## config.mk

```make
export PLATFORM = sky130hd
export DESIGN_NAME = rds_bit_fifo_differential_biphase
export DESIGN_NICKNAME = d
export VERILOG_FILES = /design/src/rtl/rdsbf_pkg.sv /design/src/rtl/rdsbf_ram.sv /design/src/rtl/rdsbf_front.sv /design/src/rtl/rdsbf_back.sv /design/src/rtl/rds_bit_fifo_differential_biphase.sv
export VERILOG_INCLUDE_DIRS = /design/src /design/src/rtl
export SDC_FILE = /design/constraint.sdc
export NUM_CORES = 2
export LEC_CHECK = 0
export BUFFER_PORTS_ARGS = -buffer_cell sky130_fd_sc_hd__buf_4
export CAP_MARGIN = 5
export CORE_AREA = 3 3 514 516
export CTS_CLUSTER_SIZE = 28
export DETAILED_ROUTE_END_ITERATION = 10
export DIE_AREA = 0 0 517 519
export GPL_TIMING_DRIVEN = 0
export PLACE_DENSITY = 0.61
export SETUP_SLACK_MARGIN = 0.4
export SLEW_MARGIN = 20
export SYNTH_ARGS = -nofsm -noshare
export SYNTH_HDL_FRONTEND = slang
export SYNTH_HIERARCHICAL = 1
export SYNTH_SLANG_ARGS = --single-unit
```

## constraint.sdc

```tcl
create_clock -name clk -period 52.4 [get_ports clk]
set_clock_uncertainty 0.2 [all_clocks]
set_input_delay 2.62 -clock clk [delete_from_list [all_inputs] [get_ports clk]]
set_output_delay 2.62 -clock clk [all_outputs]
set_load 0.01 [all_outputs]
```

## src/rtl/assert_macros.svh

```systemverilog
// ----------------------------------------------------------------------------
// Assertion macros
// Shared concurrent assertion forms, clocked on clk and held off in reset.
// ----------------------------------------------------------------------------
`ifndef ASSERT_MACROS_SVH
`define ASSERT_MACROS_SVH

// Property that must hold at every clock edge out of reset.
`define RDSBF_ASSERT(label, prop, msg) \
  label: assert property (@(posedge clk) disable iff (!rst_n) prop) \
    else $error(msg);

// A trigger in a cycle implies the property in the next.
`define RDSBF_ASSERT_NEXT(label, trig, prop, msg) \
  label: assert property (@(posedge clk) disable iff (!rst_n) (trig) |=> (prop)) \
    else $error(msg);

`endif

```

## src/rtl/rdsbf_pkg.sv

```systemverilog
// ----------------------------------------------------------------------------
// rdsbf_pkg
// Types, constants and helpers for the RDS bit FIFO and biphase encoder.
// ----------------------------------------------------------------------------
package rdsbf_pkg;

  localparam int DefaultFifoDepth = 2048;
  localparam int MaxPushBits      = 26;
  localparam int CountW           = 5;
  localparam int FillW            = 12;
  localparam int LfsrW            = 16;

  localparam logic [LfsrW-1:0] LfsrSeed = 16'hACE1;

  localparam logic FUNC_PUSH = 1'b0;
  localparam logic FUNC_TICK = 1'b1;

  // Classified request; push bits are left-aligned, first bit at the top.
  typedef struct packed {
    logic                   func;
    logic [MaxPushBits-1:0] bits;
    logic [CountW-1:0]      count;
  } cmd_t;

  typedef struct packed {
    logic             accepted;
    logic             symbol_valid;
    logic             line_symbol;
    logic             underrun;
    logic             want_more;
    logic [FillW-1:0] fill_level;
  } result_t;

  // Fibonacci LFSR, taps 16,14,13,11, shifting right.
  function automatic logic [LfsrW-1:0] lfsr_next(input logic [LfsrW-1:0] s);
    logic fb;
    fb = s[0] ^ s[2] ^ s[3] ^ s[5];
    return {fb, s[LfsrW-1:1]};
  endfunction

endpackage

```

## src/rtl/rdsbf_ram.sv

```systemverilog
// ----------------------------------------------------------------------------
// rdsbf_ram
// Generic single-write, single-read RAM with registered read data.
// ----------------------------------------------------------------------------
module rdsbf_ram
  import rdsbf_pkg::*;
#(
  parameter int WIDTH = 1,
  parameter int DEPTH = DefaultFifoDepth
) (
  input  logic                     clk,
  input  logic                     we,
  input  logic [$clog2(DEPTH)-1:0] waddr,
  input  logic [WIDTH-1:0]         wdata,
  input  logic                     re,
  input  logic [$clog2(DEPTH)-1:0] raddr,
  output logic [WIDTH-1:0]         rdata
);

  logic [WIDTH-1:0] mem_r [DEPTH];
  logic [WIDTH-1:0] rdata_r;

  always_ff @(posedge clk) begin
    if (we) begin
      mem_r[waddr] <= wdata;
    end
    if (re) begin
      rdata_r <= mem_r[raddr];
    end
  end

  assign rdata = rdata_r;

endmodule

```

## src/rtl/rdsbf_front.sv

```systemverilog
// ----------------------------------------------------------------------------
// rdsbf_front
// Accepts requests, clamps and aligns push bits, and queues them two deep.
// ----------------------------------------------------------------------------
module rdsbf_front
  import rdsbf_pkg::*;
(
  input  logic                   clk,
  input  logic                   rst_n,
  input  logic                   in_valid,
  output logic                   in_stall,
  input  logic                   in_func,
  input  logic [MaxPushBits-1:0] in_data_bits,
  input  logic [CountW-1:0]      in_bit_count,
  output logic                   cmd_valid,
  output cmd_t                   cmd,
  input  logic                   cmd_pop
);

  localparam int QDepth = 2;

  cmd_t              q_mem_r [QDepth];
  logic [1:0]        q_cnt_r, q_cnt_nxt;
  logic              wr_sel_r, rd_sel_r;
  logic              push;
  logic [CountW-1:0] cnt_c;
  cmd_t              cmd_in;

  assign in_stall  = (q_cnt_r == 2'(QDepth));
  assign push      = in_valid && !in_stall;
  assign cmd_valid = (q_cnt_r != 2'd0);
  assign cmd       = q_mem_r[rd_sel_r];

  always_comb begin
    cnt_c       = (in_bit_count > CountW'(MaxPushBits)) ? CountW'(MaxPushBits) : in_bit_count;
    cmd_in      = '0;
    cmd_in.func = in_func;
    unique case (in_func)
      FUNC_PUSH: begin
        cmd_in.count = cnt_c;
        // left-align so the first bit to send sits at the top
        cmd_in.bits  = in_data_bits << (CountW'(MaxPushBits) - cnt_c);
      end
      FUNC_TICK: begin
        cmd_in.count = '0;
      end
    endcase
  end

  always_comb begin
    case ({push, cmd_pop})
      2'b10:   q_cnt_nxt = q_cnt_r + 2'd1;
      2'b01:   q_cnt_nxt = q_cnt_r - 2'd1;
      default: q_cnt_nxt = q_cnt_r;
    endcase
  end

  always_ff @(posedge clk) begin
    if (!rst_n) begin
      q_cnt_r  <= '0;
      wr_sel_r <= 1'b0;
      rd_sel_r <= 1'b0;
    end else begin
      q_cnt_r <= q_cnt_nxt;
      if (push) begin
        wr_sel_r <= ~wr_sel_r;
      end
      if (cmd_pop) begin
        rd_sel_r <= ~rd_sel_r;
      end
    end
  end

  always_ff @(posedge clk) begin
    if (push) begin
      q_mem_r[wr_sel_r] <= cmd_in;
    end
  end

endmodule

```

## src/rtl/rdsbf_back.sv

```systemverilog
// ----------------------------------------------------------------------------
// rdsbf_back
// Executes queued requests: bit-serial store writes, ticks with differential
// biphase encoding and LFSR filler, and the result register.
// ----------------------------------------------------------------------------
`include "assert_macros.svh"

module rdsbf_back
  import rdsbf_pkg::*;
#(
  parameter int FIFO_DEPTH = DefaultFifoDepth
) (
  input  logic    clk,
  input  logic    rst_n,
  input  logic    cmd_valid,
  input  cmd_t    cmd,
  output logic    cmd_pop,
  output logic    out_valid,
  input  logic    out_stall,
  output result_t out_res
);

  localparam int AW = $clog2(FIFO_DEPTH);
  localparam int CW = $clog2(FIFO_DEPTH + 1);
  localparam logic [CW:0]   DepthW   = (CW+1)'(FIFO_DEPTH);
  localparam logic [AW-1:0] LastAddr = AW'(FIFO_DEPTH - 1);

  localparam logic [1:0] ST_IDLE  = 2'd0;
  localparam logic [1:0] ST_WRITE = 2'd1;
  localparam logic [1:0] ST_READ  = 2'd2;

  logic [1:0]             state_r, state_nxt;
  logic [AW-1:0]          wr_ptr_r, wr_ptr_nxt;
  logic [AW-1:0]          rd_ptr_r, rd_ptr_nxt;
  logic [CW-1:0]          used_r, used_nxt;
  logic                   phase_r, phase_nxt;
  logic                   last_r, last_nxt;
  logic [LfsrW-1:0]       lfsr_r, lfsr_nxt;
  logic [MaxPushBits-1:0] shift_r, shift_nxt;
  logic [CountW-1:0]      cnt_r, cnt_nxt;
  logic                   out_valid_r, out_valid_nxt;
  result_t                out_res_r, out_res_nxt;

  logic    slot_free;
  logic    load;
  result_t res;
  logic    fits;
  logic    ram_we, ram_re, ram_rdata;

  rdsbf_ram #(
    .WIDTH(1),
    .DEPTH(FIFO_DEPTH)
  ) u_store (
    .clk  (clk),
    .we   (ram_we),
    .waddr(wr_ptr_r),
    .wdata(shift_r[MaxPushBits-1]),
    .re   (ram_re),
    .raddr(rd_ptr_r),
    .rdata(ram_rdata)
  );

  assign slot_free = !out_valid_r || !out_stall;
  assign cmd_pop   = (state_r == ST_IDLE) && cmd_valid && slot_free;
  assign fits      = ((CW+1)'(used_r) + (CW+1)'(cmd.count) + (CW+1)'(1)) < DepthW;

  always_comb begin
    state_nxt  = state_r;
    wr_ptr_nxt = wr_ptr_r;
    rd_ptr_nxt = rd_ptr_r;
    used_nxt   = used_r;
    phase_nxt  = phase_r;
    last_nxt   = last_r;
    lfsr_nxt   = lfsr_r;
    shift_nxt  = shift_r;
    cnt_nxt    = cnt_r;
    ram_we     = 1'b0;
    ram_re     = 1'b0;
    load       = 1'b0;
    res        = '0;

    unique case (state_r)
      ST_IDLE: begin
        if (cmd_pop) begin
          unique case (cmd.func)
            FUNC_PUSH: begin
              res.fill_level = FillW'(used_r);
              if (fits && cmd.count != '0) begin
                shift_nxt = cmd.bits;
                cnt_nxt   = cmd.count;
                state_nxt = ST_WRITE;
              end else begin
                load         = 1'b1;
                res.accepted = fits;
              end
            end
            FUNC_TICK: begin
              phase_nxt        = ~phase_r;
              res.symbol_valid = 1'b1;
              res.fill_level   = FillW'(used_r);
              res.want_more    = ({used_r, 1'b0} < DepthW);
              if (!phase_r) begin
                if (used_r != '0) begin
                  // wait for the registered store read in ST_READ
                  ram_re    = 1'b1;
                  state_nxt = ST_READ;
                end else begin
                  lfsr_nxt        = lfsr_next(lfsr_r);
                  last_nxt        = lfsr_r[0] ^ last_r;
                  res.line_symbol = lfsr_r[0] ^ last_r;
                  res.underrun    = 1'b1;
                  load            = 1'b1;
                end
              end else begin
                res.line_symbol = ~last_r;
                load            = 1'b1;
              end
            end
          endcase
        end
      end
      ST_WRITE: begin
        ram_we     = 1'b1;
        shift_nxt  = shift_r << 1;
        wr_ptr_nxt = (wr_ptr_r == LastAddr) ? '0 : wr_ptr_r + AW'(1);
        used_nxt   = used_r + CW'(1);
        cnt_nxt    = cnt_r - CountW'(1);
        if (cnt_r == CountW'(1)) begin
          load           = 1'b1;
          res.accepted   = 1'b1;
          res.fill_level = FillW'(used_nxt);
          state_nxt      = ST_IDLE;
        end
      end
      ST_READ: begin
        rd_ptr_nxt       = (rd_ptr_r == LastAddr) ? '0 : rd_ptr_r + AW'(1);
        used_nxt         = used_r - CW'(1);
        last_nxt         = ram_rdata ^ last_r;
        load             = 1'b1;
        res.symbol_valid = 1'b1;
        res.line_symbol  = ram_rdata ^ last_r;
        res.want_more    = ({used_nxt, 1'b0} < DepthW);
        res.fill_level   = FillW'(used_nxt);
        state_nxt        = ST_IDLE;
      end
      default: begin
        state_nxt = ST_IDLE;
      end
    endcase

    // hold the result until taken
    out_res_nxt = out_res_r;
    if (load) begin
      out_valid_nxt = 1'b1;
      out_res_nxt   = res;
    end else if (!out_stall) begin
      out_valid_nxt = 1'b0;
    end else begin
      out_valid_nxt = out_valid_r;
    end
  end

  always_ff @(posedge clk) begin
    if (!rst_n) begin
      state_r     <= ST_IDLE;
      wr_ptr_r    <= '0;
      rd_ptr_r    <= '0;
      used_r      <= '0;
      phase_r     <= 1'b0;
      last_r      <= 1'b0;
      lfsr_r      <= LfsrSeed;
      cnt_r       <= '0;
      out_valid_r <= 1'b0;
    end else begin
      state_r     <= state_nxt;
      wr_ptr_r    <= wr_ptr_nxt;
      rd_ptr_r    <= rd_ptr_nxt;
      used_r      <= used_nxt;
      phase_r     <= phase_nxt;
      last_r      <= last_nxt;
      lfsr_r      <= lfsr_nxt;
      cnt_r       <= cnt_nxt;
      out_valid_r <= out_valid_nxt;
    end
  end

  always_ff @(posedge clk) begin
    shift_r   <= shift_nxt;
    out_res_r <= out_res_nxt;
  end

  assign out_valid = out_valid_r;
  assign out_res   = out_res_r;

  `RDSBF_ASSERT(a_used_bound, used_r < CW'(FIFO_DEPTH), "fill count reached store depth")
  `RDSBF_ASSERT(a_write_count, (state_r == ST_WRITE) |-> (cnt_r != '0), "write with no bits left")
  `RDSBF_ASSERT(a_read_nonempty, (state_r == ST_READ) |-> (used_r != '0), "read of empty store")
  `RDSBF_ASSERT(a_no_overwrite, load |-> slot_free, "result register overwritten")
  `RDSBF_ASSERT_NEXT(a_read_done, state_r == ST_READ, out_valid_r && state_r == ST_IDLE, "read did not complete")

endmodule

```

## src/rtl/rds_bit_fifo_differential_biphase.sv

```systemverilog
// The front queue registers each request before it hands it over to the back end. A tick
// result passes through ST_READ first when the tick reads the bit store. A push writes its
// n bits one after another in ST_WRITE; a refused or empty push writes nothing. Hand-over
// waits while ST_WRITE or ST_READ is busy or the result register holds a stalled result.
// Reset: synchronous, active low; clears pointers, fill count, phase, last symbol and
// loads the LFSR seed. The bit store is not cleared and needs no clearing pass.
// ----------------------------------------------------------------------------
// rds_bit_fifo_differential_biphase
// RDS bit FIFO with differential encoder and mirrored biphase symbol output.
// ----------------------------------------------------------------------------
module rds_bit_fifo_differential_biphase
  import rdsbf_pkg::*;
#(
  parameter int FIFO_DEPTH = DefaultFifoDepth
) (
  input  logic                   clk,
  input  logic                   rst_n,
  input  logic                   in_valid,
  output logic                   in_stall,
  input  logic                   in_func,
  input  logic [MaxPushBits-1:0] in_data_bits,
  input  logic [CountW-1:0]      in_bit_count,
  output logic                   out_valid,
  input  logic                   out_stall,
  output logic                   out_accepted,
  output logic                   out_symbol_valid,
  output logic                   out_line_symbol,
  output logic                   out_underrun,
  output logic                   out_want_more,
  output logic [FillW-1:0]       out_fill_level
);

  logic    cmd_valid;
  logic    cmd_pop;
  cmd_t    cmd;
  result_t out_res;

  rdsbf_front u_front (
    .clk         (clk),
    .rst_n       (rst_n),
    .in_valid    (in_valid),
    .in_stall    (in_stall),
    .in_func     (in_func),
    .in_data_bits(in_data_bits),
    .in_bit_count(in_bit_count),
    .cmd_valid   (cmd_valid),
    .cmd         (cmd),
    .cmd_pop     (cmd_pop)
  );

  rdsbf_back #(
    .FIFO_DEPTH(FIFO_DEPTH)
  ) u_back (
    .clk      (clk),
    .rst_n    (rst_n),
    .cmd_valid(cmd_valid),
    .cmd      (cmd),
    .cmd_pop  (cmd_pop),
    .out_valid(out_valid),
    .out_stall(out_stall),
    .out_res  (out_res)
  );

  assign out_accepted     = out_res.accepted;
  assign out_symbol_valid = out_res.symbol_valid;
  assign out_line_symbol  = out_res.line_symbol;
  assign out_underrun     = out_res.underrun;
  assign out_want_more    = out_res.want_more;
  assign out_fill_level   = out_res.fill_level;

endmodule
```

# Yosys cells after proc, flatten, opt, wreduce, memory -nomap -nowiden
# Memories as Yosys holds them, arrays and structs flattened. A register that Yosys moved wholly into a read port is not among the register bits.
# Index checks and enable logic that the tools add are counted.
[op_classes]
n_addsub = 10
multipliers = 0
div_mod_pow = 0
n_lt_le_gt_ge = 4
eq_ne = 19
shift = 1
muxes = 60
n_bitwise = 14
n_reduce_logical = 22
[ops]
columns = ["cell", "n"]
rows = [
  ["two-way mux 26 bit", 4],
  ["case mux 26 bit (2 select lines)", 1],
  ["< comparator 13 x 12 -> 1 bit (second input constant)", 3],
  ["case mux 12 bit (3 select lines)", 1],
  ["two-way mux 1 bit", 27],
  ["<< shifter 26 x 5 -> 26 bit", 1],
  ["case mux 12 bit (2 select lines)", 1],
  ["adder 11 x 1 -> 11 bit (second input constant)", 2],
  ["equality test 11 bit (second input constant)", 2],
  ["two-way mux 11 bit", 2],
  ["two-way mux 5 bit", 4],
  ["case mux 5 bit (2 select lines)", 2],
  ["two-way mux 17 bit", 1],
  ["case mux 2 bit (2 select lines)", 4],
  ["AND reduction 5 bit", 3],
  ["adder 12 x 5 -> 13 bit", 1],
  ["adder 13 x 1 -> 13 bit (second input constant)", 1],
  ["adder 12 x 1 -> 12 bit (second input constant)", 1],
  ["two-way mux 12 bit", 1],
  ["two-way mux 2 bit", 6],
  ["nonzero test 12 bit", 1],
  ["subtractor 12 x 1 -> 12 bit (second input constant)", 1],
  ["!= test 2 bit (second input constant)", 5],
  ["nonzero test 2 bit", 5],
  ["other kinds (23)", 50],
]
[word_totals]
reg_bits = 107
latchBits = 0
mem_bits_rw = 2112
romBits = 0
output_inout_bits = 19
mem_count = 2
[memory_table]
columns = ["memory", "depth", "width", "rd", "rd_ports_with_merged_regs", "write_ports", "line", "text"]
rows = [
  ["u_back.u_store.mem_r", 2048, 1, 1, 1, 1, "rdsbf_ram.sv:20", "logic [WIDTH-1:0] mem_r [DEPTH];"],
  ["u_front.q_mem_r", 2, 32, 1, 1, 1, "rdsbf_front.sv:22", "cmd_t q_mem_r [QDepth];"],
]

# Longest topological paths before layout
[logic_depth]
ltp_word = 9
ltp_mapped = 14
mapped_depth_nobuf = 9

# By module
# Netlist, hierarchy kept.
[by_module_without_submodules]
columns = ["module", "instances", "cells_each", "area_each_um2"]
rows = [
  ["rdsbf_ram", 1, 6243, 89355.7],
  ["rdsbf_back", 1, 576, 5322.6],
  ["rdsbf_front", 1, 293, 3978.8],
]

# Worst setup path after synthesis
# Ideal clock, no wire load.
[synth_timing]
kind = "reg-to-reg"
start = "register u_back.shift_r[25]"
end = "memory u_back.u_store.mem_r[0], data pin"
setup_ns = 5.141
arrival_time_ns = 23.736
setup_slack_ns = 23.322
stages_incl_launch_ff = 1
path_buffers = 0
period_less_slack_ns = 29.078
cell_sequence = "edfxtp_1"
[synth_lines]
columns = ["item", "line", "text"]
rows = [
  ["from (decl)", "rdsbf_back.sv:39", "logic [MaxPushBits-1:0] shift_r, shift_nxt;"],
  ["from (signal assigned)", "rdsbf_back.sv:188", "shift_r <= shift_nxt;"],
  ["to (decl)", "rdsbf_ram.sv:20", ""],
]
# No word-level cell before the write port.

==> flow_summary.toml <==
[finish]
final_nets = 7574
final_cell_mix = "nor2_1, edfxtp_1, clkbuf_1"
layout_commonest_cell = "nor2_1"
area_growth_pct = 15.0
drive_above_1_share_pct = 15.7

[clock_tree]
cts_hold_buf = 0
root_buffer = "clkbuf_16"
clk_pin_slew_worst_paths_ps = 60
tritoncts = "built"
cts.sinks = 2221
clk_path_buf_depth = 3
cts_resized = 0
cts_buffers = 225
postCtsSetupBuffers = 0
htreeDepth = 4
clock_latency_ps = 940

[timing]
fin_crit_sh_pct = 12.3
drv_slew = 0
worstMarginPinSlew_ps = 1440
setup_viol = 0
fin_crit_ps = 6460
hold_viol_final = 0
fin_tns_setup_ps = 0
maxSlewHeadroom_pct = 4.00
timing.fmax_mhz = 155
rsz0062_at_grt = "false"

[setup_path]
crit_path_end_kind = "flip-flop"
reg2reg_from = "u_back/rd_ptr_r[2]"
cp.arrival_ps = 6770
critPathSlowestCell = "a2111oi_0"
critical_path.cell_chain = "buf_2, clkinv_1, buf_6, clkbuf_2, buf_16, clkbuf_2, a2111oi_0, a41oi_1, a21oi_1, nor3_1, nand4_1, nand4_1"
cp.required_ps = 52710
worstSetupStartpointType = "flip-flop"
cp_num_buf_inv = 6
worstPathMaxFanout = 10
r2r_slack_ps = 45940
criticalPathCategory = "flip-flop to flip-flop"
cp_top_family = "buffers and inverters"
r2r_end = "u_back/u_store/rdata"
crit_path_max_incr_delay_ps = 920
reg2reg_depth = 12

[yosys]
synthDistinctLibCells = 90
yosysWarnings = 6
synth-seq-cells = 2221
syn-cell-area_mm2 = 0.0987
synthesis.nets = 7164
syn_inst = 7112
synth_edf_count = 2156
async_reset_ff_share_pct = 0
postSynthAreaPerCell_um2 = 13.9
yosys_most_used_dff = "edfxtp_1"
yosysSeqAreaShare_pct = 66.9

[global_route]
grt_pass1_vias = 64237
grt_max_degree = 33
antenna_found_initial = 43
overflow = 0
grtUsageTotal_pct = 30.7
grt_pass1_wl_um = 554000

[status]
status = "complete, no violations"

[run]
drv_cap = 0

[detailed_routing]
vias_per_cell = 6.33
antenna_left = 0
wirelength_um = 421000
wl_per_cell_um = 37.8
vias = 70538
drt_iter0_markers = 13735
drt-pass1-iter-count = 7
drc_errors = 0

[power]
power_density_mw_per_mm2 = 40.9
fin_total_pwr_mw = 4.64
p_leak_nw = 33.3
vdd_drop_max_mv = 0.0321

[placed_design]
routabilityCongestion = 1.03
io_buffers = 54
hpwl_um = 283000

[floorplan]
die-area_mm2 = 0.268
die_h_um = 519
pin_count = 55
start_util_pct = 38.0
rows = 187
core_mm2 = 0.260
die_width_um = 517

[min_path]
hp-class = "flip-flop to flip-flop"
hold_path_depth = 2
worstHoldStart = "u_back/lfsr_r[15]"
min_to = "u_back/lfsr_r[14]"
per-layer routing:
layer,GRT usage (%),vias up,wire length [µm]
li1,-,27245,-
met1,39.0,36008,146000
met2,43.8,5949,177000
met3,11.2,1320,62600
met4,20.6,16,34900
met5,0,-,93
flip-flops by register name, summed over array words and instances (netlist names), 2 cells and up, named ones only:
| register | flops |
|---|---|
| u_back/lfsr_r | 16 |
| u_back/u_store/mem_r | 2048 |
| u_back/rd_ptr_r | 11 |
| u_back/out_res | 17 |
| u_front/q_mem_r | 64 |
| u_front/q_cnt_r | 2 |
| u_back/cnt_r | 5 |
| u_back/state_r | 2 |
| u_back/wr_ptr_r | 11 |
| u_back/shift_r | 26 |
| u_back/used_r | 12 |
power breakdown:
part           internal [mW]  switching (mW)
registers               2.14          0.0157
logic                  0.292           0.552
clock network          0.921           0.723
synth_stat cells, types with 10 or more instances:
master	n	area [µm²]
dfxtp_1	65	1300
a211oi_1	16	120
nor3_1	83	415
buf_4	20	150
nand3_1	96	480
a22oi_1	23	173
o221ai_1	119	1040
a2111oi_0	17	149
nor3b_1	10	75.1
buf_6	48	541
and3_1	17	106
nand4_1	26	163
inv_1	24	90.1
o22ai_1	77	482
clkbuf_1	410	1540
nand2_1	267	1000
a21oi_1	131	656
edfxtp_1	2156	64700
mux4_2	368	8290
buf_1	98	368
o21ai_0	79	395
buf_2	46	230
or3_1	14	87.6
nor4_1	17	106
mux2i_1	319	3190
nor2_1	2168	8140
mux2_2	67	754
and2_1	16	100
xor2_1	25	219
a31oi_1	11	68.8
buf_8	30	450
ha_1	16	200
mux4_1	44	1160
xnor2_1	18	158
nor2b_1	17	106
through the flow:
step                hold slack, ps  cell area, µm²  setup WS [ps]  utilization [%]  instances
global route                   276          113000          46180             43.6      11123
floorplan                      232           98700          23320                -       7112
finish                         250          113000          45940             43.7      11152
CTS                            259          113000          46280             43.6      11120
detailed placement             250          106000          46050             40.7      10696
global placement               247          103000           7390             39.8      10568
logic make-up (layout without fill, tap and decap cells):
logic type	count (synthesis)	count (layout)	share of synthesized area, %
compound gates	568	568	3.97
other cells	0	31	0
simple gates	2771	2771	11.3
mux	799	799	13.6
xor+xnor	43	43	0.382
fa+ha+maj	16	16	0.203
flops	2221	2221	66.9
buf+inv	694	1301	3.62
area by class of cell:
type                       count  area (µm²)
tap                         3402        4260
multi-input combinational   4197       29200
sequential                  2221       66000
clock inverter               153        1650
clock buffer                 271        5800
buffer                       665        3560
fill                       23418      146000
inverter                      29         111
antenna                       31        77.6
timing repair buffer         183        2740
how the worst max path moves through the flow:
stage	end	startpoint	depth (start not counted)	slack [ps]
after detailed placement	u_front/q_mem_r[0][29]	in_bit_count[1]	12	46050
after global routing	u_back/u_store/rdata	u_back/rd_ptr_r[1]	12	46180
final	u_back/u_store/rdata	u_back/rd_ptr_r[2]	12	45940
after CTS	u_back/u_store/rdata	u_back/rd_ptr_r[1]	12	46280
after floorplan	u_back/u_store/mem_r[0]	u_back/shift_r[25]	0	23320
after global placement	u_back/u_store/mem_r[780]	u_back/shift_r[25]	0	7390
worst reg2reg max path, delay by kind of cell, from the launching register on:
| family | cells | cell delay, ps |
|---|---|---|
| AOI/OAI and AO/OA | 3 | 1680 |
| buffers and inverters | 6 | 2830 |
| DFF | 1 | 440 |
| and+or+nand+nor | 3 | 890 |
Power figures use the tool's default switching activity.
